$ cat src/design/rcfd_pkg.sv
// shared types and constants for the remote-control receiver frame decoder
package rcfd_pkg;

  localparam int unsigned FRAME_LENGTH = 18;
  localparam int unsigned COUNT_W      = 5;
  localparam int unsigned CH_W         = 11;
  localparam int unsigned CFG_W        = 16;
  localparam int unsigned IN_DATA_W    = 8;
  localparam int unsigned IN_USER_W    = 2;
  localparam int unsigned OUT_DATA_W   = 144;

  localparam logic [COUNT_W-1:0] COUNT_MAX      = 5'd31;
  localparam logic [COUNT_W-1:0] COUNT_FRAME    = 5'(FRAME_LENGTH);
  localparam logic [15:0]        TIMEOUT_RESET  = 16'd1000;
  localparam logic [CH_W-1:0]    LIMIT_RESET    = 11'd700;
  localparam logic [15:0]        ELAPSED_MAX    = 16'hFFFF;

  typedef enum logic [1:0] {
    OP_BYTE = 2'd0,
    OP_EOF  = 2'd1,
    OP_TICK = 2'd2
  } op_t;

  typedef enum logic [1:0] {
    LINK_PENDING   = 2'd0,
    LINK_CONNECTED = 2'd1,
    LINK_ERROR     = 2'd2,
    LINK_LOST      = 2'd3
  } link_t;

  typedef enum logic {
    CFG_TIMEOUT = 1'b0,
    CFG_LIMIT   = 1'b1
  } cfg_idx_t;

  // decoded frame, first output field in the lowest bits
  typedef struct packed {
    logic        [15:0]     key_mask;
    logic        [15:0]     mouse_buttons;
    logic signed [15:0]     mouse_z;
    logic signed [15:0]     mouse_y;
    logic signed [15:0]     mouse_x;
    logic        [3:0]      switches;
    logic signed [CH_W-1:0] dial_channel;
    logic signed [CH_W-1:0] channel_3;
    logic signed [CH_W-1:0] channel_2;
    logic signed [CH_W-1:0] channel_1;
    logic signed [CH_W-1:0] channel_0;
  } decoded_t;

endpackage

$ cat src/design/rc_receiver_frame_decoder.sv
// remote-control receiver frame decoder: byte collection, frame decode, link timeout
//
//  channel  | direction | handshake          | payload
//  s_*      | in        | s_tvalid/s_tready  | tuser: op; tdata: byte_value
//  m_*      | out       | m_tvalid/m_tready  | tdata: decoded fields and link_state
//  cfg_*    | in        | cfg_we             | cfg_index, cfg_data
//
// one word is taken per cycle while s_tready is high; frame decode, limit check
// and timeout compare all sit between the accepted word and the result register.
// an end of frame or a tick gives one result word in the next cycle.
// s_tready is low only while a result is held and m_tready is low.
// reset (rst, synchronous) clears count, timer, status and decoded values.
module rc_receiver_frame_decoder (
  input  logic                               clk,
  input  logic                               rst,
  input  logic                               s_tvalid,
  output logic                               s_tready,
  input  logic [rcfd_pkg::IN_DATA_W-1:0]     s_tdata,   // byte_value
  input  logic [rcfd_pkg::IN_USER_W-1:0]     s_tuser,   // op
  output logic                               m_tvalid,
  input  logic                               m_tready,
  // channel_0, channel_1, channel_2, channel_3, dial_channel, switches,
  // mouse_x, mouse_y, mouse_z, mouse_buttons, key_mask, link_state, zero fill
  output logic [rcfd_pkg::OUT_DATA_W-1:0]    m_tdata,
  input  logic                               cfg_we,
  input  logic                               cfg_index,
  input  logic [rcfd_pkg::CFG_W-1:0]         cfg_data
);
  import rcfd_pkg::*;

  logic [7:0]         frame_bytes [FRAME_LENGTH];
  logic [COUNT_W-1:0] byte_count, byte_count_next;
  logic [15:0]        elapsed_ms, elapsed_ms_next;
  link_t              link_status, link_status_next;
  decoded_t           decoded, decoded_next;
  logic [15:0]        offline_timeout_ms;
  logic [CH_W-1:0]    channel_error_limit;

  logic               s_accept;
  op_t                op_in;
  logic               emit;
  logic               buf_we;
  logic [CH_W-1:0]    raw [5];
  logic [CH_W-1:0]    chan [5];
  logic [CH_W:0]      mag [5];
  logic [4:0]         over;
  logic [1:0]         sw0, sw1;
  logic               frame_bad;
  decoded_t           frame_vals;

  assign s_tready = !m_tvalid || m_tready;
  assign s_accept = s_tvalid && s_tready;
  assign op_in    = op_t'(s_tuser);

  // configuration
  always_ff @(posedge clk) begin
    if (rst) begin
      offline_timeout_ms  <= TIMEOUT_RESET;
      channel_error_limit <= LIMIT_RESET;
    end else if (cfg_we) begin
      case (cfg_idx_t'(cfg_index))
        CFG_TIMEOUT: offline_timeout_ms  <= cfg_data;
        CFG_LIMIT:   channel_error_limit <= cfg_data[CH_W-1:0];
        default: ;
      endcase
    end
  end

  // fixed bit positions of the frame
  always_comb begin
    raw[0] = {frame_bytes[1][2:0], frame_bytes[0]};
    raw[1] = {frame_bytes[2][5:0], frame_bytes[1][7:3]};
    raw[2] = {frame_bytes[4][0], frame_bytes[3], frame_bytes[2][7:6]};
    raw[3] = {frame_bytes[5][3:0], frame_bytes[4][7:1]};
    raw[4] = {frame_bytes[17][2:0], frame_bytes[16]};
    for (int i = 0; i < 5; i++) begin
      // raw minus the 1024 offset
      chan[i] = {~raw[i][CH_W-1], raw[i][CH_W-2:0]};
      mag[i]  = raw[i][CH_W-1] ? {2'b00, raw[i][CH_W-2:0]}
                               : (12'd1024 - {2'b00, raw[i][CH_W-2:0]});
    end
    // a dial at full negative reads as centre
    if (raw[4] == '0) begin
      chan[4] = '0;
      mag[4]  = '0;
    end
    for (int i = 0; i < 5; i++) begin
      over[i] = mag[i] > {1'b0, channel_error_limit};
    end
    sw0       = frame_bytes[5][7:6];
    sw1       = frame_bytes[5][5:4];
    frame_bad = (|over) || (sw0 == 2'b00) || (sw1 == 2'b00);

    frame_vals.channel_0     = chan[0];
    frame_vals.channel_1     = chan[1];
    frame_vals.channel_2     = chan[2];
    frame_vals.channel_3     = chan[3];
    frame_vals.dial_channel  = chan[4];
    frame_vals.switches      = {sw0, sw1};
    frame_vals.mouse_x       = {frame_bytes[7], frame_bytes[6]};
    frame_vals.mouse_y       = {frame_bytes[9], frame_bytes[8]};
    frame_vals.mouse_z       = {frame_bytes[11], frame_bytes[10]};
    frame_vals.mouse_buttons = {frame_bytes[13], frame_bytes[12]};
    frame_vals.key_mask      = {frame_bytes[15], frame_bytes[14]};
  end

  // state update for one accepted word
  always_comb begin
    byte_count_next  = byte_count;
    elapsed_ms_next  = elapsed_ms;
    link_status_next = link_status;
    decoded_next     = decoded;
    emit             = 1'b0;
    buf_we           = 1'b0;
    if (s_accept) begin
      case (op_in)
        OP_BYTE: begin
          buf_we = byte_count < COUNT_FRAME;
          if (byte_count != COUNT_MAX) begin
            byte_count_next = byte_count + 1'b1;
          end
        end
        OP_EOF: begin
          if (byte_count == COUNT_FRAME) begin
            elapsed_ms_next = '0;
            if (frame_bad) begin
              link_status_next = LINK_ERROR;
              decoded_next     = '0;
            end else begin
              link_status_next = LINK_CONNECTED;
              decoded_next     = frame_vals;
            end
          end
          byte_count_next = '0;
          emit            = 1'b1;
        end
        OP_TICK: begin
          if (elapsed_ms != ELAPSED_MAX) begin
            elapsed_ms_next = elapsed_ms + 1'b1;
          end
          emit = 1'b1;
        end
        default: ;
      endcase
      if (elapsed_ms_next > offline_timeout_ms) begin
        link_status_next = LINK_LOST;
      end
    end
  end

  always_ff @(posedge clk) begin
    if (buf_we) begin
      frame_bytes[byte_count] <= s_tdata;
    end
  end

  always_ff @(posedge clk) begin
    if (rst) begin
      byte_count  <= '0;
      elapsed_ms  <= '0;
      link_status <= LINK_PENDING;
      decoded     <= '0;
    end else begin
      byte_count  <= byte_count_next;
      elapsed_ms  <= elapsed_ms_next;
      link_status <= link_status_next;
      decoded     <= decoded_next;
    end
  end

  // result register
  always_ff @(posedge clk) begin
    if (rst) begin
      m_tvalid <= 1'b0;
    end else if (emit) begin
      m_tvalid <= 1'b1;
    end else if (m_tready) begin
      m_tvalid <= 1'b0;
    end
  end

  always_ff @(posedge clk) begin
    if (emit) begin
      m_tdata <= {3'b000, link_status_next, decoded_next};
    end
  end

  a_error_clears : assert property (@(posedge clk) disable iff (rst)
    link_status == LINK_ERROR |-> decoded == '0)
    else $error("error status with non-zero decoded values");

  a_eof_restarts : assert property (@(posedge clk) disable iff (rst)
    s_accept && op_in == OP_EOF |=> byte_count == '0)
    else $error("byte count not restarted after end of frame");

  a_result_follows : assert property (@(posedge clk) disable iff (rst)
    s_accept && (op_in == OP_EOF || op_in == OP_TICK) |=> m_tvalid)
    else $error("no result after end of frame or tick");

  a_timer_saturates : assert property (@(posedge clk) disable iff (rst)
    s_accept && op_in == OP_TICK && elapsed_ms == ELAPSED_MAX |=> elapsed_ms == ELAPSED_MAX)
    else $error("millisecond timer wrapped");

endmodule

$ cat config.mk
export PLATFORM = sky130hd
export DESIGN_NAME = rc_receiver_frame_decoder
export DESIGN_NICKNAME = d
export VERILOG_FILES = /design/src/design/rcfd_pkg.sv /design/src/design/rc_receiver_frame_decoder.sv
export SDC_FILE = /design/constraint.sdc
export NUM_CORES = 1
export LEC_CHECK = 0
export CORE_AREA = 5 5 185 187
export CTS_CLUSTER_DIAMETER = 120
export DETAILED_ROUTE_END_ITERATION = 10
export DIE_AREA = 0 0 190 192
export DONT_BUFFER_PORTS = 1
export PLACE_DENSITY = 0.76
export SLEW_MARGIN = 20
export SYNTH_ARGS = -nofsm -noshare
export SYNTH_HDL_FRONTEND = slang
export SYNTH_SLANG_ARGS = --single-unit
$ cat constraint.sdc
create_clock -name clk -period 10.95 [get_ports clk]
set_input_delay 3.285 -clock clk [delete_from_list [all_inputs] [get_ports clk]]
set_output_delay 3.285 -clock clk [all_outputs]
set_load 0.03 [all_outputs]
### After elaboration in Yosys (flattened, before gate mapping)

Memories as Yosys holds them, arrays and structs flattened.
Index checks and enable logic that the tools add are counted.

* word-level logic and storage cells: 91
* register bits: 331
* bits in latches: 0
* input bits: 32
* memories: 1
* output and inout port bits: 146
* RAM bits: 144
* memory bits (read-only): 0

Memory list
* frame_bytes: depth 18, width 8, read ports 18, clocked after Yosys merged registers in 0, wr ports 1, line rc_receiver_frame_decoder.sv:31 `logic [7:0] frame_bytes [FRAME_LENGTH];`

* $mul: 0
* div/mod/pow operators: 0
* reduce and logical (&&, ||, !) cells: 16
* shift operators: 0
* order comparisons: 7
* $add $sub $neg: 7
* mux-type cells: 30
* bitwise gates (word level): 6
* eq/ne operators: 6

Operators with widths (number)
* two-way mux 139 bit: 4
* two-way mux 12 bit: 6
* greater-than comparator 12 x 11 -> 1 bit: 5
* subtractor 11 x 10 -> 12 bit (first input constant): 5
* two-way mux 16 bit: 3
* case mux 16 bit (2 select lines): 1
* adder 16 x 1 -> 16 bit (second input constant): 1
* greater-than comparator 16 bit: 1
* inequality test 16 bit (second input constant): 1
* zero test 11 bit: 1
* two-way mux 11 bit: 1
* two-way mux 2 bit: 5
* case mux 5 bit (2 select lines): 1
* two-way mux 1 bit: 8
* zero test 2 bit: 3
* inverter 1 bit: 6
* adder 5 x 1 -> 5 bit (second input constant): 1
* equality test 5 bit (second input constant): 1
* < comparator 5 bit (second input constant): 1
* two-way mux 5 bit: 1
* inequality test 5 bit (second input constant): 1
* OR reduction 5 bit: 1
* AND reduction 2 bit: 2
* nonzero test 2 bit: 2
* other kinds (8): 10

### Depth between registers and ports, before layout

An unclocked memory read counts as a cell.

* depth after elaboration: 13
* mapped depth: 16
* mapped depth without buffers: 15

### Worst setup path before layout

Ideal clock, no wire load.

* kind: input-to-reg
* from: input port m_tready
* to: register elapsed_ms[1]
* path buffers: 2
* cell stages on the path: 7
* setup time: 0.077 ns
* data required time: 10.873 ns
* arrival: 8.949 ns
* slack: 1.924 ns
* cells stage by stage: nand2b_1 -> and2_1 -> buf_2 -> nand2_1 -> inv_1 -> buf_1 -> o221a_2

* cells in the longest elaborated chain, start to end: 2

Ends and longest elaborated chain
* start, declared: line rc_receiver_frame_decoder.sv:21 `input logic m_tready,`
* logical OR 1 bit: line rc_receiver_frame_decoder.sv:51 `assign s_tready = !m_tvalid || m_tready;`
* logical AND 1 bit: line rc_receiver_frame_decoder.sv:52 `assign s_accept = s_tvalid && s_tready;`
* end signal, assigned: line rc_receiver_frame_decoder.sv:165 `elapsed_ms <= elapsed_ms_next;`
* end, declared: line rc_receiver_frame_decoder.sv:33 `logic [15:0] elapsed_ms, elapsed_ms_next;`

No other way between the ends.
A chain may end at the register's enable or synchronous reset.

### Worst setup path after layout

* from: input port m_tready
* to: output port s_tready

* cells in the longest elaborated chain, start to end: 1

Ends and longest elaborated chain
* logical OR 1 bit: line rc_receiver_frame_decoder.sv:51
* end, declared: line rc_receiver_frame_decoder.sv:17 `output logic s_tready,`

No other way between the ends.

==> metrics list <==
- Critical path class: in2out
* Count of unresolved DRC violations after routing: 0
- Clock transition at path regs: roughly 60 ps
- Final TNS setup: 0 ps
* Crit Reg-Reg Startpoint: frame_bytes[1][5]
- Cell type with the highest aggregate area in the netlist: sky130_fd_sc_hd__edfxtp_1
- Reported leakage power: approximately 7.9 nW
- For this run, the detailed router's first-pass iteration total came to 6.
- Maximum number of pins on one net before global-route repair: 105
* Max stage delay cell, worst path: sky130_fd_sc_hd__nand2b_1
- The tool flagged a number of max-cap violations equal to 0.
- Of the available clock period, the critical path in the final layout requires around 63%.
- Synthesis produced a netlist whose cell count is 1537.
- Horizontal die dimension: about 190 um
- Routability-driven placement finished with a final weighted congestion of roughly 0.87.
- In this run, CTS created clock tree buffers numbering 46.
- CTS root buffer: sky130_fd_sc_hd__clkbuf_16
- Port Buf Inserts: 0
* Maximum VDD drop: ~0.12 mV
- By area the synthesized netlist is led by sky130_fd_sc_hd__edfxtp_1 (43%), sky130_fd_sc_hd__dfxtp_1 (19%), sky130_fd_sc_hd__a22o_1 (13%).
* Hold buffer count at CTS: 0
- Startpoint of the most critical setup path: m_tready
- Maximum clock skew at final layout: around 20 ps
- Total area of sequential cells: around 12000 um2
- Most instantiated flip-flop cell in the synthesis netlist: sky130_fd_sc_hd__edfxtp_1
* Sequential fraction of the synthesis area: 62.5%
- Count of vias placed by the detailed router: approximately 13000
* Number of library cell types mapped by synthesis: 65
- Global routing used 38.4% of the available met2 tracks.
- Endpoint kind of the worst setup timing path: output pin
* Tot Pwr: ~0.0037 W
- Each instance of the synthesized netlist takes up on average approximately 13 um2.
- Counting I/O delays and the setup requirement, the final critical path takes ~6900 ps.
- Via count normalized by instance count: around 6.4
- Average wire per cell in the routed design: between 20 and 25 um
- Together, buffers and inverters on the worst path number 0.
- GRT busiest layer: met2
- Register-to-register setup slack: between 6000 and 7000 ps
- Register bit total from synthesis: between 400 and 500
* Post-synthesis instance area: 19500 um2
- Counting the fill cells in the layout gives between 2000 and 2500.
* Number of warnings reported in the yosys synthesis log: 0
- Crit path launch type: primary input
- By count the netlist is led by sky130_fd_sc_hd__a22o_1 (281), sky130_fd_sc_hd__edfxtp_1 (280), sky130_fd_sc_hd__dfxtp_1 (190).
* Highest clock rate: roughly 150 MHz
- Cell count after placement: ~1900
- Overall overflow remaining after global route: 0
- Number of flops mapped to enable cells by yosys: 280
* Die Y-Extent: 192 um
- The finished layout holds a little under 2000 standard cells, fillers aside.
* CP cell instances: nand2b_1
- Number of gates resized after CTS: 0
- For this design the ratio of total power to cell area is ~170 nW/um2.
- Final Max Slew Viols: 0
- Data arrives at the worst endpoint at around 3600 ps.
- In this run the critical register-to-register path is captured at m_tdata[106].
- Pin placement for this block handled approximately 180 I/O pins.
- Maximum single-stage delay on the critical path: 320 ps
- Layout Area Growth over Synthesis: 8.81%
- Core area: 32300 um2
- CP delay by family, top: simple AND/OR/NAND/NOR gates
- For this run, the total global-route usage over all layers was measured as between 20% and 30%.
* Required arrival time at the worst endpoint: about 7700 ps
- After floorplanning, the core was divided into 66 placement rows.
* Starting density of the core: a little over 60%
- Level count of the clock H-tree: 2
- The critical path ends at s_tready.
- Starting DRT DRC Count: ~1100
- Final Hold Fails: 0
- Tightest Pin Transition: roughly 940 ps
- The number of antenna violations at the first check in global routing is 0.
- Relative slew slack: a little under two fifths
- Counting cells, the worst reg-to-reg path comes to 12.
- Class of the worst hold path: reg2reg
- The number of antenna diodes in the final layout is 0.
* Share of post-route cells with drive strength above 1: under 10%
* Final setup vio count: 0
* Top-area cell type share of the netlist area: ~43%
- The count of nets left with antenna violations once routing finished came out at 0.
- For the worst-skew pair, the clock arrives at the later sink with an insertion delay of 560 ps.
* Overall die area: between 30000 and 40000 um2
* Area of combinational cells with multiple inputs: about 6700 um2
* Sum of net half-perimeters after detailed placement: 27600 um
- In the post-synthesis netlist, the cell with the most instances is sky130_fd_sc_hd__a22o_1.
- Sink Count: 470
- Wire length reported by the detailed router: ~44000 um
- The first global-routing pass estimated just under 70000 um of wire.
- For this run, the post-layout net count is 1620.
- Of all nets on the critical path, the largest fanout is 4.
- Run status: complete, no violations
- Met1 GRT Util: 33.0%
* TritonCTS clock tree: yes
- Global-route track usage on met3: 4.40%
- Post CTS Setup Buffer Count: 0
* Async SR Flop Fraction: 0%
- Vias in the first global route: 12100
- In this run the number of cells on the critical path is 1.
* RSZ-0062 raised after global routing: no
- The clock passes through at most 3 buffers.
## kinds of logic after synthesis
group | count (synthesis) | synth area share [%]
DFF | 470 | 62.5
xor gates and xnor gates | 37 | 1.66
and+or+nand+nor | 313 | 7.73
adders and majority gates | 85 | 5.45
AOI/OAI and AO/OA | 474 | 18.7
other | 1 | 0.0192
buffers and inverters | 151 | 3.58
muxes | 6 | 0.340
## worst min path at each step
stage / to / cells after the start / start
global placement: offline_timeout_ms[2] / 2 / offline_timeout_ms[2]
detailed placement: offline_timeout_ms[11] / 2 / offline_timeout_ms[11]
global route: offline_timeout_ms[11] / 2 / offline_timeout_ms[11]
floorplan: channel_error_limit[10] / 2 / channel_error_limit[10]
CTS: offline_timeout_ms[11] / 2 / offline_timeout_ms[11]
finish: offline_timeout_ms[11] / 2 / offline_timeout_ms[11]
## sequential cells by signal, indices dropped and copies added, names as in the netlist
| name | flops |
|---|---|
| m_tdata | 141 |
| elapsed_ms | 16 |
| link_status | 2 |
| m_tvalid | 1 |
| channel_error_limit | 11 |
| offline_timeout_ms | 16 |
| byte_count | 5 |
| frame_bytes | 139 |
| decoded | 139 |
## final cells by class
class,count,share of cell area [%]
clock buffer,60,5.81
sequential,470,57.5
clock inverter,26,1.40
tap,442,2.60
multi-input combinational,919,31.3
timing repair buffer,9,0.371
inverter,57,1.03
## layout by cell type, fill, tap and decap left out, types with 10 or more instances in the layout
| cell | count |
|---|---|
| sky130_fd_sc_hd__nor2_1 | 83 |
| sky130_fd_sc_hd__and3_1 | 12 |
| sky130_fd_sc_hd__o211ai_1 | 21 |
| sky130_fd_sc_hd__nor3_1 | 20 |
| sky130_fd_sc_hd__dfxtp_1 | 190 |
| sky130_fd_sc_hd__clkbuf_1 | 11 |
| sky130_fd_sc_hd__a22o_1 | 281 |
| sky130_fd_sc_hd__clkbuf_16 | 46 |
| sky130_fd_sc_hd__xor2_1 | 30 |
| sky130_fd_sc_hd__nand4_1 | 18 |
| sky130_fd_sc_hd__a21oi_1 | 79 |
| sky130_fd_sc_hd__or3_1 | 10 |
| sky130_fd_sc_hd__nand3_1 | 18 |
| sky130_fd_sc_hd__ha_1 | 85 |
| sky130_fd_sc_hd__a31oi_1 | 12 |
| sky130_fd_sc_hd__nand2_1 | 103 |
| sky130_fd_sc_hd__edfxtp_1 | 280 |
| sky130_fd_sc_hd__inv_1 | 56 |
| sky130_fd_sc_hd__o21ai_0 | 29 |
## report_power, final
part           switching, W  internal (W)
combinational     0.0000843     0.0000324
sequential        0.0000708       0.00191
clock              0.000663      0.000923
total              0.000818       0.00287
## routing by layer
layer	share of wire [%]	vias up
met1	43	6269
met5	0	-
met2	48	478
met3	6.7	85
met4	2.3	0
li1	-	5832
## through the flow
step	util [%]	cell area [um2]	hold slack, ps	setup slack [ps]
3_5_place_dp	61.0	19700	441	4050
5_1_grt	65.8	21200	462	4030
4_1_cts	65.8	21200	449	4050
2_1_floorplan	-	19500	436	1920
6_report	65.8	21200	448	4060
3_3_place_gp	61.0	19700	439	4060
Power figures use the tool's default switching activity.
